File: config.mk
export PLATFORM = sky130hd
export DESIGN_NAME = sjf_nonpreemptive_scheduler_unit
export DESIGN_NICKNAME = d
export VERILOG_FILES = /design/src/sv/sjf_pkg.sv /design/src/sv/sjf_job_store.sv /design/src/sv/sjf_divider.sv /design/src/sv/sjf_nonpreemptive_scheduler_unit.sv
export SDC_FILE = /design/constraint.sdc
export NUM_CORES = 1
export LEC_CHECK = 0
export BUFFER_PORTS_ARGS = -buffer_cell sky130_fd_sc_hd__clkbuf_2
export CAP_MARGIN = 5
export CORE_UTILIZATION = 60
export CTS_CLUSTER_DIAMETER = 150
export CTS_CLUSTER_SIZE = 16
export DETAILED_ROUTE_END_ITERATION = 12
export GPL_ROUTABILITY_DRIVEN = 0
export GPL_TIMING_DRIVEN = 0
export PLACE_DENSITY_LB_ADDON = 0.15
export SYNTH_ARGS = -nofsm -noshare
export SYNTH_HDL_FRONTEND = slang
export SYNTH_SLANG_ARGS = --single-unit
File: constraint.sdc
create_clock -name clk -period 7.8 [get_ports clk]
set_clock_uncertainty 0.1 [all_clocks]
set_input_delay 0.39 -clock clk [delete_from_list [all_inputs] [get_ports clk]]
set_output_delay 0.39 -clock clk [all_outputs]
set_load 0.1 [all_outputs]
File: src/sv/sjf_pkg.sv
// Shared types and constants for the SJF scheduler block.
// No dependencies; used by sjf_job_store, sjf_divider and the top level.
package sjf_pkg;

  localparam int MAX_JOBS = 16;
  localparam int ID_W     = 16;
  localparam int TIME_W   = 16;
  localparam int CLK_W    = 21;
  localparam int SUM_W    = 25;
  localparam int AVG_W    = 29;
  localparam int Q_FRAC   = 8;
  localparam int NUM_W    = SUM_W + Q_FRAC;
  localparam int CNT_W    = $clog2(MAX_JOBS + 1);
  localparam int IDX_W    = (MAX_JOBS > 1) ? $clog2(MAX_JOBS) : 1;
  localparam int STEP_W   = $clog2(NUM_W + 1);

  localparam logic [CLK_W-1:0] CLK_MAX = '1;
  localparam logic [SUM_W-1:0] SUM_MAX = '1;
  localparam logic [AVG_W-1:0] AVG_MAX = '1;

  typedef struct packed {
    logic [ID_W-1:0]   id;
    logic [TIME_W-1:0] arrival;
    logic [TIME_W-1:0] burst;
  } job_t;

  typedef struct packed {
    logic             start;
    logic [NUM_W-1:0] numer;
    logic [CNT_W-1:0] denom;
  } div_req_t;

  typedef struct packed {
    logic             done;
    logic [NUM_W-1:0] quot;
  } div_rsp_t;

endpackage

File: src/sv/sjf_job_store.sv
// Job table: one write port at load time, one registered read port for the scans.
// Depends on sjf_pkg (job_t, MAX_JOBS, IDX_W).
module sjf_job_store (
  input  logic                     clk,
  input  logic                     wr_en,
  input  logic [sjf_pkg::IDX_W-1:0] wr_addr,
  input  sjf_pkg::job_t            wr_data,
  input  logic [sjf_pkg::IDX_W-1:0] rd_addr,
  output sjf_pkg::job_t            rd_data
);

  sjf_pkg::job_t mem_r [sjf_pkg::MAX_JOBS];
  sjf_pkg::job_t rd_data_r;

  always_ff @(posedge clk) begin
    if (wr_en) begin
      mem_r[wr_addr] <= wr_data;
    end
  end

  // read data is registered, so it lands in the cycle after the address; a write to
  // the same slot in that cycle is forwarded
  always_ff @(posedge clk) begin
    if (wr_en && (wr_addr == rd_addr)) begin
      rd_data_r <= wr_data;
    end else begin
      rd_data_r <= mem_r[rd_addr];
    end
  end

  assign rd_data = rd_data_r;

endmodule

File: src/sv/sjf_divider.sv
// Restoring divider, one quotient bit per cycle, for the Q8 averages.
// Depends on sjf_pkg (div_req_t, div_rsp_t, widths).
module sjf_divider (
  input  logic                clk,
  input  logic                rst_n,
  input  sjf_pkg::div_req_t   req,
  output sjf_pkg::div_rsp_t   rsp
);

  logic                        busy_r;
  logic                        done_r;
  logic [sjf_pkg::STEP_W-1:0]  step_r;
  logic [sjf_pkg::NUM_W-1:0]   num_r;
  logic [sjf_pkg::NUM_W-1:0]   quot_r;
  logic [sjf_pkg::CNT_W-1:0]   rem_r;
  logic [sjf_pkg::CNT_W-1:0]   den_r;

  logic [sjf_pkg::CNT_W:0]     trial;
  logic [sjf_pkg::CNT_W:0]     diff;
  logic                        ge;
  logic [sjf_pkg::CNT_W-1:0]   rem_step;

  always_comb begin
    trial    = {rem_r, num_r[sjf_pkg::NUM_W-1]};
    ge       = trial >= {1'b0, den_r};
    diff     = trial - {1'b0, den_r};
    rem_step = ge ? diff[sjf_pkg::CNT_W-1:0] : trial[sjf_pkg::CNT_W-1:0];
  end

  always_ff @(posedge clk) begin
    if (!rst_n) begin
      busy_r <= 1'b0;
      done_r <= 1'b0;
      step_r <= '0;
    end else begin
      done_r <= 1'b0;
      if (!busy_r && req.start) begin
        busy_r <= 1'b1;
        step_r <= '0;
      end else if (busy_r) begin
        step_r <= step_r + sjf_pkg::STEP_W'(1);
        if (step_r == sjf_pkg::STEP_W'(sjf_pkg::NUM_W - 1)) begin
          busy_r <= 1'b0;
          done_r <= 1'b1;
        end
      end
    end
  end

  // datapath, no reset needed
  always_ff @(posedge clk) begin
    if (!busy_r && req.start) begin
      num_r  <= req.numer;
      den_r  <= req.denom;
      rem_r  <= '0;
      quot_r <= '0;
    end else if (busy_r) begin
      rem_r  <= rem_step;
      num_r  <= {num_r[sjf_pkg::NUM_W-2:0], 1'b0};
      quot_r <= {quot_r[sjf_pkg::NUM_W-2:0], ge};
    end
  end

  assign rsp.done = done_r;
  assign rsp.quot = quot_r;

endmodule

File: src/sv/sjf_nonpreemptive_scheduler_unit.sv
// Top level of the non-preemptive shortest-job-first scheduler.
// Depends on sjf_pkg, sjf_job_store and sjf_divider.
//
//  channel | ports                               | direction
//  --------+-------------------------------------+-----------
//  in      | in_valid/in_ready + job word        | to block
//  out     | out_valid/out_ready + result word   | from block
//
// Schedule: a word without last_job is stored when it is accepted. The last word starts
//   the schedule: each completion costs two scans of the job table through one
//   compare unit, then the retire and accumulate states and the emit state; the final
//   result first takes two divider runs, for the wait and turnaround averages.
// Reset: rst_n is synchronous, active low; clears the batch and the handshakes.
// Stalls: in_ready is high only while loading; during scheduling the block
//   holds each result word until out_ready takes it.
module sjf_nonpreemptive_scheduler_unit (
  input  logic                        clk,
  input  logic                        rst_n,
  // job input
  input  logic                        in_valid,
  output logic                        in_ready,
  input  logic [sjf_pkg::ID_W-1:0]    in_job_id,
  input  logic [sjf_pkg::TIME_W-1:0]  in_arrival_time,
  input  logic [sjf_pkg::TIME_W-1:0]  in_burst_time,
  input  logic                        in_last_job,
  // result output
  output logic                        out_valid,
  input  logic                        out_ready,
  output logic [sjf_pkg::ID_W-1:0]    out_job_id_res,
  output logic [sjf_pkg::TIME_W-1:0]  out_arrival_time_res,
  output logic [sjf_pkg::TIME_W-1:0]  out_burst_time_res,
  output logic [sjf_pkg::CLK_W-1:0]   out_wait_time,
  output logic [sjf_pkg::CLK_W-1:0]   out_turnaround_time,
  output logic [sjf_pkg::AVG_W-1:0]   out_avg_wait_q8,
  output logic [sjf_pkg::AVG_W-1:0]   out_avg_turnaround_q8,
  output logic                        out_overflow,
  output logic                        out_last_result
);

  // sequencer states
  localparam logic [3:0] S_LOAD      = 4'd0;
  localparam logic [3:0] S_SCAN_ARR  = 4'd1;  // earliest pending arrival
  localparam logic [3:0] S_SCAN_BEST = 4'd2;  // shortest ready burst
  localparam logic [3:0] S_RUN       = 4'd3;  // retire picked job, advance clock
  localparam logic [3:0] S_ACC_W     = 4'd4;  // turnaround, wait sum
  localparam logic [3:0] S_ACC_T     = 4'd5;  // turnaround sum
  localparam logic [3:0] S_DIV_W_GO  = 4'd6;
  localparam logic [3:0] S_DIV_W     = 4'd7;
  localparam logic [3:0] S_DIV_T_GO  = 4'd8;
  localparam logic [3:0] S_DIV_T     = 4'd9;
  localparam logic [3:0] S_EMIT      = 4'd10;

  logic [3:0]                    state_r,    state_nxt;
  logic [sjf_pkg::CNT_W-1:0]     count_r,    count_nxt;
  logic [sjf_pkg::CNT_W-1:0]     k_r,        k_nxt;
  logic                          ovf_r,      ovf_nxt;
  logic [sjf_pkg::MAX_JOBS-1:0]  done_r,     done_nxt;
  logic [sjf_pkg::IDX_W-1:0]     idx_r,      idx_nxt;
  logic [sjf_pkg::CLK_W-1:0]     clock_r,    clock_nxt;
  logic [sjf_pkg::SUM_W-1:0]     wsum_r,     wsum_nxt;
  logic [sjf_pkg::SUM_W-1:0]     tsum_r,     tsum_nxt;
  logic [sjf_pkg::TIME_W-1:0]    earliest_r, earliest_nxt;
  logic                          found_r,    found_nxt;
  logic [sjf_pkg::IDX_W-1:0]     best_idx_r, best_idx_nxt;
  logic [sjf_pkg::TIME_W-1:0]    best_b_r,   best_b_nxt;
  logic [sjf_pkg::TIME_W-1:0]    best_a_r,   best_a_nxt;
  logic                          out_valid_r, out_valid_nxt;

  // result word
  logic [sjf_pkg::ID_W-1:0]      o_id_r,    o_id_nxt;
  logic [sjf_pkg::TIME_W-1:0]    o_arr_r,   o_arr_nxt;
  logic [sjf_pkg::TIME_W-1:0]    o_burst_r, o_burst_nxt;
  logic [sjf_pkg::CLK_W-1:0]     o_wait_r,  o_wait_nxt;
  logic [sjf_pkg::CLK_W-1:0]     o_tat_r,   o_tat_nxt;
  logic [sjf_pkg::AVG_W-1:0]     o_avgw_r,  o_avgw_nxt;
  logic [sjf_pkg::AVG_W-1:0]     o_avgt_r,  o_avgt_nxt;
  logic                          o_ovf_r,   o_ovf_nxt;
  logic                          o_last_r,  o_last_nxt;

  // job table
  logic                          wr_en;
  sjf_pkg::job_t                 wr_data;
  logic [sjf_pkg::IDX_W-1:0]     rd_addr;
  sjf_pkg::job_t                 rd_data;

  // divider
  sjf_pkg::div_req_t             div_req;
  sjf_pkg::div_rsp_t             div_rsp;
  logic [sjf_pkg::AVG_W-1:0]     quot_sat;

  // scan helpers
  logic                          last_idx;
  logic [sjf_pkg::TIME_W-1:0]    cand_arr;
  logic                          eligible;
  logic                          better;
  logic [sjf_pkg::CLK_W:0]       clk_sum;
  logic [sjf_pkg::SUM_W:0]       acc_sum;

  sjf_job_store u_store (
    .clk     (clk),
    .wr_en   (wr_en),
    .wr_addr (count_r[sjf_pkg::IDX_W-1:0]),
    .wr_data (wr_data),
    .rd_addr (rd_addr),
    .rd_data (rd_data)
  );

  sjf_divider u_div (
    .clk   (clk),
    .rst_n (rst_n),
    .req   (div_req),
    .rsp   (div_rsp)
  );

  assign wr_data.id      = in_job_id;
  assign wr_data.arrival = in_arrival_time;
  assign wr_data.burst   = in_burst_time;

  // table read is registered, so the address is taken from the next-state values: the next
  // scan slot, or the picked slot when the retire step comes next
  assign rd_addr = (state_nxt == S_RUN) ? best_idx_nxt : idx_nxt;

  assign in_ready = (state_r == S_LOAD);

  assign div_req.start = (state_r == S_DIV_W_GO) || (state_r == S_DIV_T_GO);
  assign div_req.numer = (state_r == S_DIV_T_GO) ? {tsum_r, {sjf_pkg::Q_FRAC{1'b0}}}
                                                 : {wsum_r, {sjf_pkg::Q_FRAC{1'b0}}};
  assign div_req.denom = count_r;

  // averages saturate at the field width
  assign quot_sat = (div_rsp.quot[sjf_pkg::NUM_W-1:sjf_pkg::AVG_W] != '0)
                  ? sjf_pkg::AVG_MAX : div_rsp.quot[sjf_pkg::AVG_W-1:0];

  assign last_idx = (sjf_pkg::CNT_W'(idx_r) + sjf_pkg::CNT_W'(1)) == count_r;

  always_comb begin
    // earliest arrival among unfinished jobs, running min
    cand_arr = (!done_r[idx_r] && rd_data.arrival < earliest_r) ? rd_data.arrival
                                                               : earliest_r;
    // ready and unfinished; shortest burst, then earlier arrival, then lower slot
    eligible = !done_r[idx_r]
            && ({{(sjf_pkg::CLK_W-sjf_pkg::TIME_W){1'b0}}, rd_data.arrival} <= clock_r);
    better   = !found_r
            || (rd_data.burst < best_b_r)
            || (rd_data.burst == best_b_r && rd_data.arrival < best_a_r);
  end

  always_comb begin
    state_nxt     = state_r;
    count_nxt     = count_r;
    k_nxt         = k_r;
    ovf_nxt       = ovf_r;
    done_nxt      = done_r;
    idx_nxt       = idx_r;
    clock_nxt     = clock_r;
    wsum_nxt      = wsum_r;
    tsum_nxt      = tsum_r;
    earliest_nxt  = earliest_r;
    found_nxt     = found_r;
    best_idx_nxt  = best_idx_r;
    best_b_nxt    = best_b_r;
    best_a_nxt    = best_a_r;
    out_valid_nxt = out_valid_r;
    o_id_nxt      = o_id_r;
    o_arr_nxt     = o_arr_r;
    o_burst_nxt   = o_burst_r;
    o_wait_nxt    = o_wait_r;
    o_tat_nxt     = o_tat_r;
    o_avgw_nxt    = o_avgw_r;
    o_avgt_nxt    = o_avgt_r;
    o_ovf_nxt     = o_ovf_r;
    o_last_nxt    = o_last_r;
    wr_en         = 1'b0;
    clk_sum       = '0;
    acc_sum       = '0;

    case (state_r)
      S_LOAD: begin
        if (in_valid) begin
          if (count_r < sjf_pkg::CNT_W'(sjf_pkg::MAX_JOBS)) begin
            wr_en     = 1'b1;
            count_nxt = count_r + sjf_pkg::CNT_W'(1);
          end else begin
            ovf_nxt = 1'b1;  // batch full, job dropped
          end
          if (in_last_job) begin
            idx_nxt      = '0;
            earliest_nxt = '1;
            k_nxt        = '0;
            state_nxt    = S_SCAN_ARR;
          end
        end
      end

      S_SCAN_ARR: begin
        earliest_nxt = cand_arr;
        idx_nxt      = idx_r + sjf_pkg::IDX_W'(1);
        if (last_idx) begin
          // idle gap: jump the clock to the next arrival
          if ({{(sjf_pkg::CLK_W-sjf_pkg::TIME_W){1'b0}}, cand_arr} > clock_r) begin
            clock_nxt = {{(sjf_pkg::CLK_W-sjf_pkg::TIME_W){1'b0}}, cand_arr};
          end
          idx_nxt   = '0;
          found_nxt = 1'b0;
          state_nxt = S_SCAN_BEST;
        end
      end

      S_SCAN_BEST: begin
        if (eligible && better) begin
          found_nxt    = 1'b1;
          best_idx_nxt = idx_r;
          best_b_nxt   = rd_data.burst;
          best_a_nxt   = rd_data.arrival;
        end
        idx_nxt = idx_r + sjf_pkg::IDX_W'(1);
        if (last_idx) begin
          state_nxt = S_RUN;
        end
      end

      S_RUN: begin
        done_nxt[best_idx_r] = 1'b1;
        o_id_nxt    = rd_data.id;
        o_arr_nxt   = rd_data.arrival;
        o_burst_nxt = rd_data.burst;
        o_wait_nxt  = clock_r - {{(sjf_pkg::CLK_W-sjf_pkg::TIME_W){1'b0}}, rd_data.arrival};
        clk_sum     = {1'b0, clock_r}
                    + {{(sjf_pkg::CLK_W+1-sjf_pkg::TIME_W){1'b0}}, rd_data.burst};
        clock_nxt   = clk_sum[sjf_pkg::CLK_W] ? sjf_pkg::CLK_MAX
                                              : clk_sum[sjf_pkg::CLK_W-1:0];
        k_nxt       = k_r + sjf_pkg::CNT_W'(1);
        state_nxt   = S_ACC_W;
      end

      S_ACC_W: begin
        o_tat_nxt = clock_r - {{(sjf_pkg::CLK_W-sjf_pkg::TIME_W){1'b0}}, o_arr_r};
        acc_sum   = {1'b0, wsum_r} + {{(sjf_pkg::SUM_W+1-sjf_pkg::CLK_W){1'b0}}, o_wait_r};
        wsum_nxt  = acc_sum[sjf_pkg::SUM_W] ? sjf_pkg::SUM_MAX
                                            : acc_sum[sjf_pkg::SUM_W-1:0];
        state_nxt = S_ACC_T;
      end

      S_ACC_T: begin
        acc_sum    = {1'b0, tsum_r} + {{(sjf_pkg::SUM_W+1-sjf_pkg::CLK_W){1'b0}}, o_tat_r};
        tsum_nxt   = acc_sum[sjf_pkg::SUM_W] ? sjf_pkg::SUM_MAX
                                             : acc_sum[sjf_pkg::SUM_W-1:0];
        o_ovf_nxt  = ovf_r;
        o_avgw_nxt = '0;
        o_avgt_nxt = '0;
        o_last_nxt = 1'b0;
        if (k_r == count_r) begin
          state_nxt = S_DIV_W_GO;
        end else begin
          out_valid_nxt = 1'b1;
          state_nxt     = S_EMIT;
        end
      end

      S_DIV_W_GO: begin
        state_nxt = S_DIV_W;
      end

      S_DIV_W: begin
        if (div_rsp.done) begin
          o_avgw_nxt = quot_sat;
          state_nxt  = S_DIV_T_GO;
        end
      end

      S_DIV_T_GO: begin
        state_nxt = S_DIV_T;
      end

      S_DIV_T: begin
        if (div_rsp.done) begin
          o_avgt_nxt    = quot_sat;
          o_last_nxt    = 1'b1;
          out_valid_nxt = 1'b1;
          state_nxt     = S_EMIT;
        end
      end

      S_EMIT: begin
        if (out_ready) begin
          out_valid_nxt = 1'b0;
          if (o_last_r) begin
            // batch finished: back to an empty table
            count_nxt = '0;
            ovf_nxt   = 1'b0;
            done_nxt  = '0;
            clock_nxt = '0;
            wsum_nxt  = '0;
            tsum_nxt  = '0;
            state_nxt = S_LOAD;
          end else begin
            idx_nxt      = '0;
            earliest_nxt = '1;
            state_nxt    = S_SCAN_ARR;
          end
        end
      end

      default: begin
        state_nxt = S_LOAD;
      end
    endcase
  end

  always_ff @(posedge clk) begin
    if (!rst_n) begin
      state_r     <= S_LOAD;
      count_r     <= '0;
      k_r         <= '0;
      ovf_r       <= 1'b0;
      done_r      <= '0;
      clock_r     <= '0;
      wsum_r      <= '0;
      tsum_r      <= '0;
      found_r     <= 1'b0;
      out_valid_r <= 1'b0;
    end else begin
      state_r     <= state_nxt;
      count_r     <= count_nxt;
      k_r         <= k_nxt;
      ovf_r       <= ovf_nxt;
      done_r      <= done_nxt;
      clock_r     <= clock_nxt;
      wsum_r      <= wsum_nxt;
      tsum_r      <= tsum_nxt;
      found_r     <= found_nxt;
      out_valid_r <= out_valid_nxt;
    end
  end

  always_ff @(posedge clk) begin
    idx_r      <= idx_nxt;
    earliest_r <= earliest_nxt;
    best_idx_r <= best_idx_nxt;
    best_b_r   <= best_b_nxt;
    best_a_r   <= best_a_nxt;
    o_id_r     <= o_id_nxt;
    o_arr_r    <= o_arr_nxt;
    o_burst_r  <= o_burst_nxt;
    o_wait_r   <= o_wait_nxt;
    o_tat_r    <= o_tat_nxt;
    o_avgw_r   <= o_avgw_nxt;
    o_avgt_r   <= o_avgt_nxt;
    o_ovf_r    <= o_ovf_nxt;
    o_last_r   <= o_last_nxt;
  end

  assign out_valid             = out_valid_r;
  assign out_job_id_res        = o_id_r;
  assign out_arrival_time_res  = o_arr_r;
  assign out_burst_time_res    = o_burst_r;
  assign out_wait_time         = o_wait_r;
  assign out_turnaround_time   = o_tat_r;
  assign out_avg_wait_q8       = o_avgw_r;
  assign out_avg_turnaround_q8 = o_avgt_r;
  assign out_overflow          = o_ovf_r;
  assign out_last_result       = o_last_r;

`ifndef SYNTH
  // loading and emitting never overlap
  a_ready_excl: assert property (@(posedge clk) disable iff (!rst_n)
    in_ready |-> !out_valid)
    else $error("in_ready while a result word is pending");

  // averages only ride on the final result
  a_avg_last: assert property (@(posedge clk) disable iff (!rst_n)
    (out_valid && !out_last_result) |->
      (out_avg_wait_q8 == '0 && out_avg_turnaround_q8 == '0))
    else $error("nonzero average on a non-final result");

  // completion never precedes start
  a_tat_ge_wait: assert property (@(posedge clk) disable iff (!rst_n)
    out_valid |-> (out_turnaround_time >= out_wait_time))
    else $error("turnaround below wait");

  // a last job starts scheduling and closes the input
  a_last_closes: assert property (@(posedge clk) disable iff (!rst_n)
    (in_valid && in_ready && in_last_job) |=> !in_ready)
    else $error("input still open after last job");
`endif

endmodule
==> reports/metrics.yaml <==
grt:
  antenna_found_initial: 5
  grt_usage: 0.295
  grt_pass1_wl_um: 181000
  grt_overflow: 0
  grt_pass1_vias: 29638
  grt_start_max_net_pins: 48
cts:
  cts_made_buffers: 82
  htreeDepth: 3
  clkTransAtPathRegs_ns: 0.08
  clockRootBuffer: "clkbuf_16"
  clk_latency_ns: 0.68
  cts.sink_count: 1158
  cts_tree: "built"
  cts_buffer_depth: 3
sta:
  worstMarginPinSlew_ns: 1.20
  hold_viol: 0
  slew_headroom: 0.199
  timing.hold.ws_ns: 0.0207
  finalMaxSlewViolations: 0
  setup_viol_count_final: 0
  fmaxAchievable_mhz: 132
  fin_setup_tns_ns: 0
  finalWorstSetupSlack_ns: 0.239
  period_needed_ns: 7.56
  grt_setup_unrepaired: "no"
  finalCritPeriodShare: 0.969
drt:
  vias_per_cell: 6.40
  num_vias: 29522
  wirelength_um: 123000
  firstDrtPassIters: 6
  drt_first_iter_violations: 3175
  ant_nets: 0
  detail_route.wl_per_cell_um: 26.6
  drc: 0
cells_and_area:
  mostFrequentLayoutCells: "edfxtp_1 (996), mux4_2 (243), nor2_1 (239), clkbuf_2 (220), nand2_1 (182)"
  finalInstanceArea_mm2: 0.0555
  nNetsFinal: 3748
  layout_commonest_cell: "edfxtp_1"
  synthToLayoutAreaGrowth_pct: 12.2
  drive_gt1_frac: 0.187
  final_util: 0.685
min_path:
  hp-class: "primary input to register"
power_and_ir_drop:
  powerDensity_mw_per_mm2: 252
  peakVddDrop_mv: 0.230
  p_leak_uw: 0.0192
worst_setup_path:
  crit_path_end_kind: "register"
  worst-setup-path-type: "register to register"
  rrSetupSlack_ns: 0.24
  slowest_stage: "mux4_2"
  max_stage_delay_ns: 0.62
  cp.required_ns: 8.24
  crit_path_frequent_cell: "o21ai_0"
  worstPathMaxFanout: 10
  critPathArrivalTime_ns: 8.00
  path_buf_inv: 6
  cp_top_family: "compound AO/OA/AOI/OAI gates"
  cp-start-kind: "register"
synth:
  postSynthAreaPerCell_um2: 15.6
  syn_inst: 3175
  yosysSeqAreaShare: 0.670
  synth-edff-count: 996
  synthArstFlopShare: 0
  syn_area_mm2: 0.0495
  synthesis.nets: 3399
  synth_cell_types: 75
  synth_warnings: 0
  ys_seq_elements: 1158
  synthFlopType: "edfxtp_1"
place:
  place_ws_ns: -0.244
  io_buffers: 203
  dp_hpwl_um: 83400
  dpl_cell_area_mm2: 0.0530
die:
  fp-row-count: 104
  initial_core_util: 0.611
  core_mm2: 0.0811
  die_w_um: 289
  pin_count: 205
  fp.dieH_um: 289
  dieArea_mm2: 0.0837
status:
  run_status: "finished, final reports clean"
flow_run:
  drv_cap: 0
[metrics by stage]
step	total power, uW	cells
3_3_place_gp	9930	4438
6_report	14000	4616
2_1_floorplan	9180	3175
5_1_grt	14500	4615
3_5_place_dp	10100	4488
4_1_cts	14100	4612
[flip-flops by register name, indices dropped and copies added (netlist names), 25 cells and up, named ones only]
signal                 count
u_store.mem_r            768
out_avg_wait_q8           29
tsum_r                    25
wsum_r                    25
u_div.num_r               25
u_div.quot_r              33
out_avg_turnaround_q8     29
[logic make-up (layout without fill, tap and decap cells)]
family | Yosys count | count (layout) | share of synthesized area
simple gates | 668 | 668 | 0.0612
mux | 289 | 289 | 0.120
flops | 1158 | 1158 | 0.670
compound gates | 505 | 505 | 0.0653
fa+ha+maj | 171 | 171 | 0.0441
other cells | 0 | 3 | 0
xor+xnor | 94 | 94 | 0.0166
buf+inv | 290 | 668 | 0.0225
[power by group]
group	switching, uW	internal, uW	total [uW]
logic	1720	1270	2990
clock network	2060	1950	4010
registers	74.2	6930	7010
total	3860	10200	14000
[repair_timing]
action | in CTS | in global routing
endpoints found under the setup margin | 45 | 21
buffers inserted | 3 | 0
hold buffers | 8 | 0
gates cloned | 0 | 0
hold endpoints to repair | 96 | 0
gates resized for setup | 21 | 17
[area by class of cell]
class	count	area, um2
antenna	3	7.51
timing repair buffer	265	2190
clock inverter	7	168
sequential	1158	33200
tap	1060	1330
multi-input combinational	1727	15400
buffer	125	562
inverter	165	622
fill	5318	25500
clock buffer	106	2140
[worst register-to-register path, cell delays in order (launching register included)]
cell and delay (ns):
dfxtp_1 0.38, buf_6 0.19, clkbuf_1 0.53, clkbuf_2 0.46, mux4_2 0.37, mux4_2 0.62
ha_1 0.32, o21ai_0 0.26, a2111oi_2 0.16, a221oi_1 0.30, o21ai_0 0.12, or3_1 0.37
a31oi_4 0.28, buf_4 0.25, mux2i_1 0.36, inv_1 0.09, ha_1 0.30, a21o_1 0.17
a21o_1 0.18, a21oi_1 0.19, nand3_1 0.08, o21ai_0 0.27, a211oi_1 0.18, nand4_1 0.28
clkbuf_2 0.30, nor2_1 0.07, a311o_1 0.26
[synthesized netlist by cell type, types with 35 or more instances]
cell / count / area (um2)
a22o_1: 35 / 307
nor3_1: 41 / 205
a21o_1: 40 / 300
mux2i_1: 36 / 360
nand2_1: 182 / 683
ha_1: 165 / 2060
mux4_2: 243 / 5470
clkbuf_1: 92 / 345
inv_1: 164 / 616
edfxtp_1: 996 / 29900
nand3_1: 49 / 245
dfxtp_1: 162 / 3240
xor2_1: 35 / 307
nor2_1: 251 / 942
o21ai_0: 129 / 646
xnor2_1: 59 / 517
a21oi_1: 146 / 731
[per-layer routing]
layer | GRT usage | share of wire
met3 | 0.0392 | 0.073
met5 | 0 | 0.00036
met2 | 0.504 | 0.50
met4 | 0.113 | 0.038
met1 | 0.389 | 0.38
[final timing paths]
path                                              start                               to  cells after the start
worst min-delay path                       in_job_id[4]  u_store.mem_r[11][36]$_DFFE_PP_                      1
worst max register to register                 register         clock_r[15]$_SDFFE_PN0P_                     26
worst min register to register  count_r[3]$_SDFFE_PN0P_         u_div.den_r[3]$_DFFE_PP_                      0
worst max-delay path                           register         clock_r[15]$_SDFFE_PN0P_                     26
Power figures use the tool's default switching activity.
